===== config.mk =====
export PLATFORM = sky130hd
export DESIGN_NAME = damped_spring_stepper_top
export DESIGN_NICKNAME = d
export VERILOG_FILES = /design/src/rtl/dss_pkg.sv /design/src/rtl/damped_spring_stepper_top.sv /design/src/rtl/dss_mul.sv /design/src/rtl/dss_datapath.sv /design/src/rtl/dss_ctrl.sv
export SDC_FILE = /design/constraint.sdc
export NUM_CORES = 2
export LEC_CHECK = 0
export BUFFER_PORTS_ARGS = -buffer_cell sky130_fd_sc_hd__buf_2
export CORE_UTILIZATION = 40
export CTS_CLUSTER_DIAMETER = 30
export DETAILED_ROUTE_END_ITERATION = 7
export GPL_TIMING_DRIVEN = 0
export PLACE_DENSITY_LB_ADDON = 0.2
export SETUP_SLACK_MARGIN = 0.2
export SLEW_MARGIN = 30
export SYNTH_ARGS = -nofsm -noshare
export SYNTH_HDL_FRONTEND = slang
export SYNTH_SLANG_ARGS = --single-unit
export TNS_END_PERCENT = 10

===== constraint.sdc =====
create_clock -name clk -period 17.1 [get_ports clk]
set_input_delay 0.855 -clock clk [delete_from_list [all_inputs] [get_ports clk]]
set_output_delay 0.855 -clock clk [all_outputs]
set_load 0.05 [all_outputs]

===== src/rtl/dss_pkg.sv =====
// Shared types and constants for the damped spring stepper.
// Holds the fixed-point widths, operation codes and controller/datapath structs.
package dss_pkg;

    localparam int POS_W       = 32;
    localparam int VEL_W       = 40;
    localparam int CFG_W       = 24;
    localparam int CFG_IDX_W   = 2;
    localparam int DT_W        = 20;
    localparam int DT_FRAC     = 20;

    localparam int MAX_SUBSTEPS = 64;
    localparam int STEP_CNT_W   = $clog2(MAX_SUBSTEPS + 1);
    localparam int STEP_MUL     = 1000;
    localparam int STEP_SHIFT   = 22;
    localparam int STEP_SUM_W   = 31;
    localparam int RAW_W        = STEP_SUM_W - STEP_SHIFT;

    localparam int SUB_SHIFT   = 28;
    localparam int DT_UP       = SUB_SHIFT - DT_FRAC;
    localparam int SUB_W       = DT_W + DT_UP;
    localparam int DIV_N       = SUB_W;
    localparam int DIV_CNT_W   = $clog2(DIV_N);

    localparam int OMEGA_SHIFT = 8;
    localparam int DAMP_SHIFT  = 12;

    localparam int MAG_W       = 54;
    localparam int ACC_W       = MAG_W + 1;
    localparam int M_W         = SUB_W;
    localparam int CHUNK_W     = 32;
    localparam int PP_W        = CHUNK_W + M_W;
    localparam int PROD_W      = MAG_W + M_W;

    localparam logic CMD_TICK = 1'b0;
    localparam logic CMD_LOAD = 1'b1;

    localparam logic [1:0] OP_SPRING = 2'd0;
    localparam logic [1:0] OP_DAMP   = 2'd1;
    localparam logic [1:0] OP_VEL    = 2'd2;
    localparam logic [1:0] OP_POS    = 2'd3;

    localparam logic [CFG_IDX_W-1:0] CFG_OMEGA_SQ   = 2'd0;
    localparam logic [CFG_IDX_W-1:0] CFG_DAMP_COEF  = 2'd1;
    localparam logic [CFG_IDX_W-1:0] CFG_SETTLE_POS = 2'd2;
    localparam logic [CFG_IDX_W-1:0] CFG_SETTLE_VEL = 2'd3;

    localparam logic [CFG_W-1:0] OMEGA_SQ_RST   = 24'd204800;
    localparam logic [CFG_W-1:0] DAMP_COEF_RST  = 24'd231711;
    localparam logic [CFG_W-1:0] SETTLE_POS_RST = 24'd32768;
    localparam logic [CFG_W-1:0] SETTLE_VEL_RST = 24'd131072;

    typedef struct packed {
        logic       latch_in;
        logic       snap;
        logic       prep;
        logic       div_step;
        logic       mul_start;
        logic [1:0] mul_op;
        logic       mul_wb;
        logic       step_inc;
        logic       out_load;
        logic       out_moving;
    } dss_cmd_t;

    typedef struct packed {
        logic is_load;
        logic omega_zero;
        logic near;
        logic exact;
        logic mul_done;
        logic step_last;
    } dss_stat_t;

endpackage


===== src/rtl/damped_spring_stepper_top.sv =====
// Top level of the damped spring stepper: joins the controller and the datapath.
// Depends on dss_pkg, dss_ctrl, dss_datapath and dss_mul.
//
//   channel  handshake            payload
//   cfg      cfg_we               cfg_index, cfg_data
//   in       in_valid, in_stall   command, goal_value, time_step
//   out      out_valid, out_stall moving, new_position, new_velocity
//
// A load, a settled or near tick, or a tick with omega_sq zero skips the divider and multiplier.
// A running tick first runs a divider for the substep length, then
// four products per substep on one shared two-chunk multiplier.
// Reset clears the spring state to zero and loads the register defaults.
// One item is in work at a time; a finished beat waits in the output register.
module damped_spring_stepper_top (
    input  logic                             clk,
    input  logic                             rst_n,
    input  logic                             cfg_we,
    input  logic [dss_pkg::CFG_IDX_W-1:0]    cfg_index,
    input  logic [dss_pkg::CFG_W-1:0]        cfg_data,
    input  logic                             in_valid,
    output logic                             in_stall,
    input  logic                             command,
    input  logic signed [dss_pkg::POS_W-1:0] goal_value,
    input  logic [dss_pkg::DT_W-1:0]         time_step,
    output logic                             out_valid,
    input  logic                             out_stall,
    output logic                             moving,
    output logic signed [dss_pkg::POS_W-1:0] new_position,
    output logic signed [dss_pkg::VEL_W-1:0] new_velocity
);
    import dss_pkg::*;

    dss_cmd_t  cmd;
    dss_stat_t stat;

    dss_ctrl u_ctrl (
        .clk       (clk),
        .rst_n     (rst_n),
        .in_valid  (in_valid),
        .out_stall (out_stall),
        .stat      (stat),
        .cmd       (cmd),
        .in_stall  (in_stall),
        .out_valid (out_valid)
    );

    dss_datapath u_datapath (
        .clk          (clk),
        .rst_n        (rst_n),
        .cfg_we       (cfg_we),
        .cfg_index    (cfg_index),
        .cfg_data     (cfg_data),
        .command      (command),
        .goal_value   (goal_value),
        .time_step    (time_step),
        .cmd          (cmd),
        .stat         (stat),
        .moving       (moving),
        .new_position (new_position),
        .new_velocity (new_velocity)
    );

endmodule


===== src/rtl/dss_mul.sv =====
// Multi-cycle unsigned multiplier for the stepper datapath.
// Splits the magnitude into two chunks and accumulates; depends on dss_pkg.
module dss_mul (
    input  logic                        clk,
    input  logic                        rst_n,
    input  logic                        start,
    input  logic [dss_pkg::MAG_W-1:0]   a,
    input  logic [dss_pkg::M_W-1:0]     m,
    output logic                        done,
    output logic [dss_pkg::PROD_W-1:0]  prod
);
    import dss_pkg::*;

    localparam logic [1:0] PH_IDLE = 2'd0;
    localparam logic [1:0] PH_HI   = 2'd1;
    localparam logic [1:0] PH_LO   = 2'd2;
    localparam logic [1:0] PH_SUM  = 2'd3;

    logic [1:0]        phase_reg, phase_next;
    logic              done_reg, done_next;
    logic [MAG_W-1:0]  a_reg;
    logic [M_W-1:0]    m_reg;
    logic [PP_W-1:0]   pp_reg, pp_next;
    logic [PROD_W-1:0] acc_reg, acc_next;
    logic [CHUNK_W-1:0] chunk;

    always_comb
    begin
        phase_next = phase_reg;
        done_next  = 1'b0;
        pp_next    = pp_reg;
        acc_next   = acc_reg;
        chunk      = (phase_reg == PH_HI) ? CHUNK_W'(a_reg[MAG_W-1:CHUNK_W])
                                          : a_reg[CHUNK_W-1:0];
        unique case (phase_reg)
            PH_IDLE:
            begin
                if (start)
                begin
                    phase_next = PH_HI;
                end
            end
            PH_HI:
            begin
                pp_next    = PP_W'(chunk) * PP_W'(m_reg);
                phase_next = PH_LO;
            end
            PH_LO:
            begin
                acc_next   = PROD_W'(pp_reg);
                pp_next    = PP_W'(chunk) * PP_W'(m_reg);
                phase_next = PH_SUM;
            end
            PH_SUM:
            begin
                acc_next   = (acc_reg << CHUNK_W) + PROD_W'(pp_reg);
                done_next  = 1'b1;
                phase_next = PH_IDLE;
            end
            default:
            begin
                phase_next = PH_IDLE;
            end
        endcase
    end

    always_ff @(posedge clk or negedge rst_n)
    begin
        if (!rst_n)
        begin
            phase_reg <= PH_IDLE;
            done_reg  <= 1'b0;
        end
        else
        begin
            phase_reg <= phase_next;
            done_reg  <= done_next;
        end
    end

    always_ff @(posedge clk)
    begin
        if (start && phase_reg == PH_IDLE)
        begin
            a_reg <= a;
            m_reg <= m;
        end
        pp_reg  <= pp_next;
        acc_reg <= acc_next;
    end

    assign done = done_reg;
    assign prod = acc_reg;

endmodule


===== src/rtl/dss_datapath.sv =====
// Datapath of the stepper: configuration, spring state, divider and update logic.
// Uses dss_pkg and instantiates dss_mul; driven by commands from dss_ctrl.
module dss_datapath (
    input  logic                            clk,
    input  logic                            rst_n,
    input  logic                            cfg_we,
    input  logic [dss_pkg::CFG_IDX_W-1:0]   cfg_index,
    input  logic [dss_pkg::CFG_W-1:0]       cfg_data,
    input  logic                            command,
    input  logic signed [dss_pkg::POS_W-1:0] goal_value,
    input  logic [dss_pkg::DT_W-1:0]        time_step,
    input  dss_pkg::dss_cmd_t               cmd,
    output dss_pkg::dss_stat_t              stat,
    output logic                            moving,
    output logic signed [dss_pkg::POS_W-1:0] new_position,
    output logic signed [dss_pkg::VEL_W-1:0] new_velocity
);
    import dss_pkg::*;

    localparam int ERR_W = POS_W + 1;
    localparam int SUM_W = ACC_W + 1;
    localparam logic [VEL_W-1:0] VEL_MAX = {1'b0, {(VEL_W-1){1'b1}}};
    localparam logic [VEL_W-1:0] VEL_MIN = {1'b1, {(VEL_W-1){1'b0}}};
    localparam logic [POS_W-1:0] POS_MAX = {1'b0, {(POS_W-1){1'b1}}};
    localparam logic [POS_W-1:0] POS_MIN = {1'b1, {(POS_W-1){1'b0}}};

    logic [CFG_W-1:0]      omega_reg, damp_reg, spos_reg, svel_reg;
    logic [POS_W-1:0]      pos_reg, pos_next;
    logic [VEL_W-1:0]      vel_reg, vel_next;
    logic                  cmd_reg;
    logic [POS_W-1:0]      goal_reg;
    logic [DT_W-1:0]       dt_reg;
    logic [STEP_CNT_W-1:0] steps_reg, step_cnt_reg, rem_reg;
    logic [SUB_W-1:0]      quo_reg;
    logic signed [ACC_W-1:0] t1_reg, accel_reg;
    logic                  sign_reg;
    logic                  moving_reg;
    logic [POS_W-1:0]      npos_reg;
    logic [VEL_W-1:0]      nvel_reg;

    logic [ERR_W-1:0]      err, err_abs;
    logic [VEL_W-1:0]      vel_abs;
    logic [STEP_SUM_W-1:0] step_sum;
    logic [RAW_W-1:0]      raw_steps;
    logic [STEP_CNT_W-1:0] steps_clamped;
    logic [STEP_CNT_W:0]   trial, trial_sub;
    logic                  trial_ge;
    logic [ACC_W-1:0]      opnd, opnd_neg;
    logic [MAG_W-1:0]      mag;
    logic [M_W-1:0]        mul_m;
    logic                  mul_done;
    logic [PROD_W-1:0]     prod;
    logic [MAG_W-1:0]      scaled_mag;
    logic signed [ACC_W-1:0] scaled, scaled_pos, scaled_neg;
    logic [SUM_W-1:0]      vsum, psum;
    logic [SUM_W-VEL_W:0]  vhi;
    logic [SUM_W-POS_W:0]  phi;
    logic [VEL_W-1:0]      vel_sat;
    logic [POS_W-1:0]      pos_sat;

    always_comb
    begin
        err     = {pos_reg[POS_W-1], pos_reg} - {goal_reg[POS_W-1], goal_reg};
        err_abs = err[ERR_W-1] ? -err : err;
        vel_abs = vel_reg[VEL_W-1] ? -vel_reg : vel_reg;

        step_sum  = STEP_SUM_W'(dt_reg) * STEP_SUM_W'(STEP_MUL)
                  + STEP_SUM_W'((1 << STEP_SHIFT) - 1);
        raw_steps = step_sum[STEP_SUM_W-1:STEP_SHIFT];
        if (raw_steps == '0)
        begin
            steps_clamped = STEP_CNT_W'(1);
        end
        else if (raw_steps > RAW_W'(MAX_SUBSTEPS))
        begin
            steps_clamped = STEP_CNT_W'(MAX_SUBSTEPS);
        end
        else
        begin
            steps_clamped = STEP_CNT_W'(raw_steps);
        end

        trial     = {rem_reg, quo_reg[SUB_W-1]};
        trial_sub = trial - {1'b0, steps_reg};
        trial_ge  = trial >= {1'b0, steps_reg};

        case (cmd.mul_op)
            OP_SPRING:
            begin
                opnd  = {{(ACC_W-ERR_W){err[ERR_W-1]}}, err};
                mul_m = M_W'(omega_reg);
            end
            OP_DAMP:
            begin
                opnd  = {{(ACC_W-VEL_W){vel_reg[VEL_W-1]}}, vel_reg};
                mul_m = M_W'(damp_reg);
            end
            OP_VEL:
            begin
                opnd  = accel_reg;
                mul_m = quo_reg;
            end
            default:
            begin
                opnd  = {{(ACC_W-VEL_W){vel_reg[VEL_W-1]}}, vel_reg};
                mul_m = quo_reg;
            end
        endcase
        opnd_neg = -opnd;
        mag      = opnd[ACC_W-1] ? opnd_neg[MAG_W-1:0] : opnd[MAG_W-1:0];

        case (cmd.mul_op) inside
            OP_SPRING:      scaled_mag = prod[OMEGA_SHIFT +: MAG_W];
            OP_DAMP:        scaled_mag = prod[DAMP_SHIFT +: MAG_W];
            OP_VEL, OP_POS: scaled_mag = prod[SUB_SHIFT +: MAG_W];
            default:        scaled_mag = prod[SUB_SHIFT +: MAG_W];
        endcase
        scaled_pos = $signed({1'b0, scaled_mag});
        scaled_neg = -scaled_pos;
        scaled     = sign_reg ? scaled_neg : scaled_pos;

        vsum = {{(SUM_W-VEL_W){vel_reg[VEL_W-1]}}, vel_reg} + {scaled[ACC_W-1], scaled};
        vhi  = vsum[SUM_W-1:VEL_W-1];
        if (vhi == '0 || vhi == '1)
        begin
            vel_sat = vsum[VEL_W-1:0];
        end
        else
        begin
            vel_sat = vsum[SUM_W-1] ? VEL_MIN : VEL_MAX;
        end

        psum = {{(SUM_W-POS_W){pos_reg[POS_W-1]}}, pos_reg} + {scaled[ACC_W-1], scaled};
        phi  = psum[SUM_W-1:POS_W-1];
        if (phi == '0 || phi == '1)
        begin
            pos_sat = psum[POS_W-1:0];
        end
        else
        begin
            pos_sat = psum[SUM_W-1] ? POS_MIN : POS_MAX;
        end

        pos_next = pos_reg;
        vel_next = vel_reg;
        if (cmd.snap)
        begin
            pos_next = goal_reg;
            vel_next = '0;
        end
        else if (cmd.mul_wb && cmd.mul_op == OP_VEL)
        begin
            vel_next = vel_sat;
        end
        else if (cmd.mul_wb && cmd.mul_op == OP_POS)
        begin
            pos_next = pos_sat;
        end
    end

    dss_mul u_mul (
        .clk   (clk),
        .rst_n (rst_n),
        .start (cmd.mul_start),
        .a     (mag),
        .m     (mul_m),
        .done  (mul_done),
        .prod  (prod)
    );

    always_ff @(posedge clk or negedge rst_n)
    begin
        if (!rst_n)
        begin
            omega_reg <= OMEGA_SQ_RST;
            damp_reg  <= DAMP_COEF_RST;
            spos_reg  <= SETTLE_POS_RST;
            svel_reg  <= SETTLE_VEL_RST;
            pos_reg   <= '0;
            vel_reg   <= '0;
        end
        else
        begin
            if (cfg_we)
            begin
                unique case (cfg_index)
                    CFG_OMEGA_SQ:   omega_reg <= cfg_data;
                    CFG_DAMP_COEF:  damp_reg  <= cfg_data;
                    CFG_SETTLE_POS: spos_reg  <= cfg_data;
                    CFG_SETTLE_VEL: svel_reg  <= cfg_data;
                endcase
            end
            pos_reg <= pos_next;
            vel_reg <= vel_next;
        end
    end

    always_ff @(posedge clk)
    begin
        if (cmd.latch_in)
        begin
            cmd_reg  <= command;
            goal_reg <= goal_value;
            dt_reg   <= time_step;
        end
        if (cmd.prep)
        begin
            steps_reg    <= steps_clamped;
            quo_reg      <= {dt_reg, {DT_UP{1'b0}}};
            rem_reg      <= '0;
            step_cnt_reg <= '0;
        end
        else
        begin
            if (cmd.div_step)
            begin
                rem_reg <= trial_ge ? trial_sub[STEP_CNT_W-1:0] : trial[STEP_CNT_W-1:0];
                quo_reg <= {quo_reg[SUB_W-2:0], trial_ge};
            end
            if (cmd.step_inc)
            begin
                step_cnt_reg <= step_cnt_reg + 1'b1;
            end
        end
        if (cmd.mul_start)
        begin
            sign_reg <= opnd[ACC_W-1];
        end
        if (cmd.mul_wb && cmd.mul_op == OP_SPRING)
        begin
            t1_reg <= scaled;
        end
        if (cmd.mul_wb && cmd.mul_op == OP_DAMP)
        begin
            accel_reg <= -t1_reg - scaled;
        end
        if (cmd.out_load)
        begin
            moving_reg <= cmd.out_moving;
            npos_reg   <= pos_reg;
            nvel_reg   <= vel_reg;
        end
    end

    always_comb
    begin
        stat.is_load    = (cmd_reg == CMD_LOAD);
        stat.omega_zero = (omega_reg == '0);
        stat.near       = (err_abs < ERR_W'(spos_reg)) && (vel_abs < VEL_W'(svel_reg));
        stat.exact      = (pos_reg == goal_reg) && (vel_reg == '0);
        stat.mul_done   = mul_done;
        stat.step_last  = (step_cnt_reg == STEP_CNT_W'(steps_reg - 1'b1));
    end

    assign moving       = moving_reg;
    assign new_position = npos_reg;
    assign new_velocity = nvel_reg;

endmodule


===== src/rtl/dss_ctrl.sv =====
// Controller state machine of the stepper: sequences decide, divide, substeps and output.
// Uses dss_pkg for the command and status structs.
module dss_ctrl (
    input  logic               clk,
    input  logic               rst_n,
    input  logic               in_valid,
    input  logic               out_stall,
    input  dss_pkg::dss_stat_t stat,
    output dss_pkg::dss_cmd_t  cmd,
    output logic               in_stall,
    output logic               out_valid
);
    import dss_pkg::*;

    localparam logic [2:0] ST_IDLE   = 3'd0;
    localparam logic [2:0] ST_DECIDE = 3'd1;
    localparam logic [2:0] ST_DIV    = 3'd2;
    localparam logic [2:0] ST_MUL    = 3'd3;
    localparam logic [2:0] ST_WAIT   = 3'd4;
    localparam logic [2:0] ST_CHECK  = 3'd5;
    localparam logic [2:0] ST_FINISH = 3'd6;

    logic [2:0]           state_reg, state_next;
    logic [DIV_CNT_W-1:0] div_cnt_reg, div_cnt_next;
    logic [1:0]           op_reg, op_next;
    logic                 moving_reg, moving_next;
    logic                 out_valid_reg, out_valid_next;

    always_comb
    begin
        state_next   = state_reg;
        div_cnt_next = div_cnt_reg;
        op_next      = op_reg;
        moving_next  = moving_reg;
        cmd            = '0;
        cmd.mul_op     = op_reg;
        cmd.out_moving = moving_reg;

        unique case (state_reg)
            ST_IDLE:
            begin
                if (in_valid)
                begin
                    cmd.latch_in = 1'b1;
                    state_next   = ST_DECIDE;
                end
            end
            ST_DECIDE:
            begin
                if (stat.is_load)
                begin
                    cmd.snap    = 1'b1;
                    moving_next = 1'b0;
                    state_next  = ST_FINISH;
                end
                else if (stat.omega_zero)
                begin
                    moving_next = 1'b0;
                    state_next  = ST_FINISH;
                end
                else if (stat.near)
                begin
                    cmd.snap    = 1'b1;
                    moving_next = !stat.exact;
                    state_next  = ST_FINISH;
                end
                else
                begin
                    cmd.prep     = 1'b1;
                    moving_next  = 1'b1;
                    div_cnt_next = '0;
                    state_next   = ST_DIV;
                end
            end
            ST_DIV:
            begin
                cmd.div_step = 1'b1;
                if (div_cnt_reg == DIV_CNT_W'(DIV_N - 1))
                begin
                    op_next    = OP_SPRING;
                    state_next = ST_MUL;
                end
                else
                begin
                    div_cnt_next = div_cnt_reg + 1'b1;
                end
            end
            ST_MUL:
            begin
                cmd.mul_start = 1'b1;
                state_next    = ST_WAIT;
            end
            ST_WAIT:
            begin
                if (stat.mul_done)
                begin
                    cmd.mul_wb = 1'b1;
                    if (op_reg == OP_POS)
                    begin
                        cmd.step_inc = 1'b1;
                        op_next      = OP_SPRING;
                        state_next   = stat.step_last ? ST_CHECK : ST_MUL;
                    end
                    else
                    begin
                        op_next    = op_reg + 1'b1;
                        state_next = ST_MUL;
                    end
                end
            end
            ST_CHECK:
            begin
                cmd.snap   = stat.near;
                state_next = ST_FINISH;
            end
            ST_FINISH:
            begin
                if (!out_valid_reg || !out_stall)
                begin
                    cmd.out_load = 1'b1;
                    state_next   = ST_IDLE;
                end
            end
            default:
            begin
                state_next = ST_IDLE;
            end
        endcase

        if (cmd.out_load)
        begin
            out_valid_next = 1'b1;
        end
        else if (!out_stall)
        begin
            out_valid_next = 1'b0;
        end
        else
        begin
            out_valid_next = out_valid_reg;
        end
    end

    always_ff @(posedge clk or negedge rst_n)
    begin
        if (!rst_n)
        begin
            state_reg     <= ST_IDLE;
            div_cnt_reg   <= '0;
            op_reg        <= OP_SPRING;
            moving_reg    <= 1'b0;
            out_valid_reg <= 1'b0;
        end
        else
        begin
            state_reg     <= state_next;
            div_cnt_reg   <= div_cnt_next;
            op_reg        <= op_next;
            moving_reg    <= moving_next;
            out_valid_reg <= out_valid_next;
        end
    end

    assign in_stall  = (state_reg != ST_IDLE);
    assign out_valid = out_valid_reg;

endmodule

==> Yosys cells after proc, flatten, opt, wreduce, memory -nomap -nowiden <==
Cells that the tools add are included.
{ "totals": {"ff_bits": 693, "latchBits": 0, "ram_bits": 0, "rom_bits": 0, "input_bits": 84, "output_inout_bits": 75, "word_cells": 190, "n_memories": 0} }
{ "op_classes": {"n_addsub": 16, "mul": 2, "div": 0, "n_lt_le_gt_ge": 4, "eq_ne": 31, "n_shift": 0, "muxes": 66, "bitwise": 0, "reduce_logical": 39} }
{ "op_table": {"columns": ["cell", "count"], "rows": [
  ["40-bit 2-to-1 mux", 5],
  ["32-bit 2-to-1 mux", 6],
  ["82-bit one-hot mux with 2 select lines", 1],
  ["54-bit 2-to-1 mux", 3],
  ["55-bit one-hot mux with 2 select lines", 1],
  ["82-bit by 60-bit adder with 82-bit output", 1],
  ["32-bit by 28-bit multiplier with 60-bit output", 1],
  ["32-bit by 55-bit adder with 56-bit output", 1],
  ["40-bit by 55-bit adder with 56-bit output", 1],
  ["28-bit 2-to-1 mux", 2],
  ["28-bit one-hot mux with 2 select lines", 1],
  ["55-bit 2-to-1 mux", 1],
  ["54-bit negator with 55-bit output", 1],
  ["55-bit negator", 1],
  ["55-bit subtractor", 1],
  ["54-bit negator", 1],
  ["40-bit zero test", 1],
  ["40-bit by 24-bit < comparator with 1-bit output", 1],
  ["40-bit negator", 1],
  ["33-bit by 24-bit < comparator with 1-bit output", 1],
  ["33-bit 2-to-1 mux", 1],
  ["33-bit negator", 1],
  ["32-bit by 32-bit subtractor with 33-bit output", 1],
  ["32-bit == test", 1],
  ["46 further kinds", 122]
]} }

==> Logic depth before layout (Yosys ltp) <==
{ "logic_depth": {"word_depth": 12, "depth_mapped": 36, "ltp_nobuf": 33} }

==> Modules after synthesis <==
Synthesis repeated with hierarchy kept, for this count alone.
{ "hier_totals": {"hier_cells": 8964, "hier_area_um2": 82302.7} }
{ "modules_own_cells": {"columns": ["mod", "instances", "cells_each", "area_per_inst_um2", "seq_area_each_um2"], "rows": [
  ["dss_datapath", 1, 4874, 42430.7, 12590.8],
  ["dss_mul", 1, 4004, 39100.0, 6801.5],
  ["dss_ctrl", 1, 86, 772.0, 300.3]
]} }

==> Worst setup path before layout <==
No wires, ideal clock.
{ "synth_timing": {"path_type": "register -> register", "start": "reg u_datapath.u_mul.phase_reg[1]", "end": "reg u_datapath.u_mul.pp_reg[59] (data pin)", "arrival_ns": 8.816, "required_time_ns": 16.835, "setup_slack_ns": 8.019, "stages_incl_launch_ff": 35, "path_buffers": 3, "synth_period_minus_slack_ns": 9.081, "path_cell_list": "dfrtp_1 -> inv_1 -> ha_1 -> buf_1 -> clkbuf_1 -> mux2_2 -> clkbuf_1 -> nand2_1 -> fa_1 -> inv_1 -> fa_1 -> fa_1 -> inv_1 -> fa_1 -> inv_1 -> fa_1 -> fa_1 -> inv_1 -> fa_1 -> inv_1 -> ha_1 -> nand3_1 -> nor2_1 -> nand3_1 -> a211o_1 -> and3b_1 -> o211a_1 -> o21ai_0 -> a31oi_1 -> nor3_1 -> a211oi_1 -> o21bai_1 -> nand3_1 -> a221oi_1 -> xnor2_1"} }
{ "synth_via": {"elab_chain_len": 3} }
{ "synth_lines": {"columns": ["item", "line", "text"], "rows": [
  ["start: declaration", "dss_mul.sv:19", "logic [1:0] phase_reg, phase_next;"],
  ["start signal: assignment", "dss_mul.sv:76", "phase_reg <= phase_next;"],
  ["2-bit by 1-bit == test with 1-bit output", "dss_mul.sv:33, dss_mul.sv:35", null],
  ["32-bit 2-to-1 mux", "dss_mul.sv:33", "chunk = (phase_reg == PH_HI) ? CHUNK_W'(a_reg[MAG_W-1:CHUNK_W])"],
  ["32-bit by 28-bit multiplier with 60-bit output", "dss_mul.sv:45, dss_mul.sv:51", null],
  ["end signal: assignment", "dss_mul.sv:88", "pp_reg <= pp_next;"],
  ["end: declaration", "dss_mul.sv:23", "logic [PP_W-1:0] pp_reg, pp_next;"]
]} }
No other way between the ends.
A chain may end at the register's enable or synchronous reset.

==> Final worst setup path <==
Same ends and word-level chain as after synthesis.

==> metrics.md <==
| Metric | Value |
|---|---|
| Clock Skews | `roughly 0.1 ns` |
| Distinct cells, synth | `~100` |
| Post-place setup slack | `around 5.2 ns` |
| Slew Viols, Final | `0` |
| Pwr Density | `59.9 nW/µm²` |
| Max transition margin | `0.206` |
| Drt first-iter violations | `~5800` |
| Max Clk Rate | `0.0839 GHz` |
| FF-to-FF setup slack | `between 5 and 6 ns` |
| Setup ws final | `between 5 and 6 ns` |
| Top Usage Layer GRT | `met2` |
| Initial antenna violation count | `22` |
| Mux cell area share after synthesis | `0.0301` |
| CP Class | `flip-flop to flip-flop` |
| Worst r2r src | `u_datapath.u_mul.phase_reg[1]` |
| RR Endpoint | `u_datapath.u_mul.pp_reg[59]` |
| Avg Inst Size Synth | `between 9 and 10 µm²` |
| Clk Latency, worst-skew pair | `0.81 ns` |
| Endpoint of the worst hold path | `u_datapath.dt_reg[1]` |
| Post-Synth Simple-Gate Area | `0.150` |
| CP endpoint kind | `flip-flop` |
| Hold Fails Final Rpt | `0` |
| CTS root buf | `clkbuf_16` |
| Core area | `195000 µm²` |
| Leak | `40.7 nW` |
| Routability Congestion | `between 0.9 and 1` |
| First-pass GRT wire length | `around 400 mm` |
| DR WL/cell | `23.9 µm` |
| DRC | `1` |
| Max Cap Violations | `0` |
| Clock period minus worst slack | `around 12 ns` |
| H-Tree Depth | `4` |
| Clock Tree Buf Depth | `3` |
| CTS buffer count | `170` |
| Cell repeated most along the worst path | `fa_1` |
| GR Util met3 | `0.0554` |
| Final total power | `about 5.3 mW` |
| Die Footprint | `198000 µm²` |
| Number of synthesized flops with an enable pin | `roughly 490` |
| Synth warnings | `0` |
| IO buf count | `~160` |
| All-Layer GR Usage | `0.277` |
| Met1 global-route usage | `0.378` |
| Largest register FFs | `82` |
| Hold_sp | `time_step[1]` |
| CP Max Fanout | `10` |
| Worst Path Required | `around 18 ns` |
| Clock slew at reported path FFs | `around 0.050 ns` |
| Slowest cell on crit path | `clkbuf_1` |
| Post-Synth XOR/XNOR Area | `0.0481` |
| Area growth from synthesis to layout | `14.0%` |
| Setup TNS | `0 ns` |
| Worst r2r path cells | `34` |
| Synth Instances | `between 8000 and 9000` |
| Outcome | `finished, violations left` |
| # setup viols final | `0` |
| Number of I/O pins | `159` |
| Post-Synth Adder-Cell Area | `0.317` |
| Share of layout cells above drive strength 1 | `0.0884` |
| Rows | `162` |
| Die extent in y | `about 440 µm` |
| Hpwl dp | `between 200 and 250 mm` |
| Asr flop ratio synth | `0.264` |
| RSZ-0062 raised after global routing | `no` |
| Worst slew pin tran | `1.19 ns` |
| Syn Nets | `between 9000 and 10000` |
| Synth Flop Type | `edfxtp_1` |
| Clock sink total | `between 600 and 700` |
| Seq/Total Area, Yosys | `0.251` |
| Vias | `around 64000` |
| Synth Area in Compound Gates | `0.124` |
| Mapped cell area | `78300 µm²` |
| Initial Util | `0.402` |
| TritonCTS clock tree | `done` |
| Final antenna-violating net count | `0` |
| Critical Path Source Type | `flip-flop` |
| Yosys reg bits | `between 600 and 700` |
| Arrival time worst endpoint | `approximately 12 ns` |
| Vias per cell | `between 5 and 6` |
| Failing checks | `DRC` |
| M2 GR Usage | `0.435` |
| Largest net degree at the start of global routing | `87` |
| Worst hold stages | `1` |
| Peak VDD IR | `0.0000996 V` |
| Max stage delay on crit path | `roughly 0.72 ns` |
| HP Class | `input port to flip-flop` |
| # nets final | `10300` |
| Die width | `about 440 µm` |
| Final Cycle Share | `0.697` |
| Largest family of logic cells by synthesized area | `adder cells` |
| Vias in the first global route | `approximately 64000` |
| Postcts setup bufs | `0` |
| Final Routed Wirelength | `275 mm` |
| First-pass DRT Iterations | `8` |
| Total global routing overflow | `0` |
## final cells by class
| cell class | instances | area (µm²) |
|---|---|---|
| fillers | 18700 | 105000 |
| multi-input cells | 6029 | 52800 |
| flip-flops and latches | 693 | 19700 |
| inverters | 1286 | 4830 |
| clock buffers | 197 | 4490 |
| well taps | 2624 | 3280 |
| clock inverters | 123 | 1620 |
| plain buffers | 343 | 1350 |
| repair buffers | 182 | 1230 |
| diodes | 16 | 40.0 |
## power by group
group	leakage [nW]	internal [mW]	switching [mW]
sequential	6.65	1.84	0.0264
clock	2.92	2.23	1.11
combinational	31.1	0.0662	0.0735
## repair_timing
item,CTS,global route
endpoints found under the hold margin,39,0
hold buffers,1,0
resized for setup,0,0
## through the flow
step,instance area (µm²),hold WS [ns],util,std cells
CTS,89200,0.160,0.458,11500
finish,89300,0.227,0.459,11500
global placement,82400,0.403,0.423,11100
detailed placement,83100,0.405,0.427,11200
floorplan,78300,0.400,-,8351
global route,89300,0.185,0.458,11500
## cells by family (layout without fill, tap and decap cells)
family / count (synthesis) / in the layout
xor gates and xnor gates: 430 / 430
and+or+nand+nor: 2441 / 2441
DFF: 693 / 693
adders and majority gates: 1475 / 1475
muxes: 216 / 216
buffers and inverters: 1629 / 2131
other: 0 / 16
AOI/OAI and AO/OA: 1467 / 1467
## layout by cell type (no fill, tap or decap), types with 50 or more instances in the layout
cell and count:
a21o_1 187, a21oi_1 394, a31oi_1 63, and2_1 367, and3_1 50, buf_2 187, clkbuf_1 301, clkbuf_16 172
dfrtp_1 166, edfxtp_1 488, fa_1 854, ha_1 620, inv_1 1285, mux2_2 148, mux2i_1 67, nand2_1 991
nand2b_1 75, nand3_1 129, nand4_1 76, nor2_1 413, nor2b_1 60, nor3_1 68, o21ai_0 275, o31ai_1 51
xnor2_1 259, xor2_1 145
## metal layers
| metal | wire length (µm) | share of wire |
|---|---|---|
| met4 | 9830 | 0.036 |
| met2 | 125000 | 0.45 |
| met5 | 23 | 0.000084 |
| met1 | 119000 | 0.43 |
| met3 | 21500 | 0.078 |
## cell usage after synthesis (all sizes together), types with 52 or more instances
master  count  area (µm²)
clkbuf    289        1080
buf        54         261
o21ai     280        1400
dfrtp     168        4200
fa        854       17100
nand4      76         475
nand2b     76         475
xnor2     269        2360
nand2     991        3720
a21oi     395        1980
xor2      161        1410
ha        621        7770
and2      369        2310
a31oi      64         407
nand3     129         646
nor3       70         362
mux2      148        1670
nor2      416        1570
and3       52         325
nor2b      60         375
mux2i      67         671
a21o      187        1400
inv      1286        4830
edfxtp    488       14700
o31ai      53         417
## worst max-delay path by stage
stage,slack [ns],cells past startpoint,from,to
final,5.18,34,u_datapath.u_mul.phase_reg[1],u_datapath.u_mul.pp_reg[59]
after floorplan,8.02,34,u_datapath.u_mul.phase_reg[1],u_datapath.u_mul.pp_reg[59]
after global routing,4.56,34,u_datapath.u_mul.phase_reg[1],u_datapath.u_mul.pp_reg[59]
after global placement,3.77,30,u_ctrl.op_reg[1],u_datapath.pos_reg[17]
after detailed placement,5.24,34,u_datapath.u_mul.phase_reg[1],u_datapath.u_mul.pp_reg[59]
after CTS,5.22,34,u_datapath.u_mul.phase_reg[1],u_datapath.u_mul.pp_reg[59]
## critical path: cells and delay by family (launching register included)
| family | cells | cell delay (ns) |
|---|---|---|
| buf+inv | 9 | 2.13 |
| mux | 1 | 0.57 |
| compound gates | 7 | 2.22 |
| simple gates | 7 | 1.86 |
| flops | 1 | 0.39 |
| fa+ha+maj | 9 | 4.33 |
| xor+xnor | 1 | 0.14 |
Note: power is estimated with default switching activity, not from simulation.
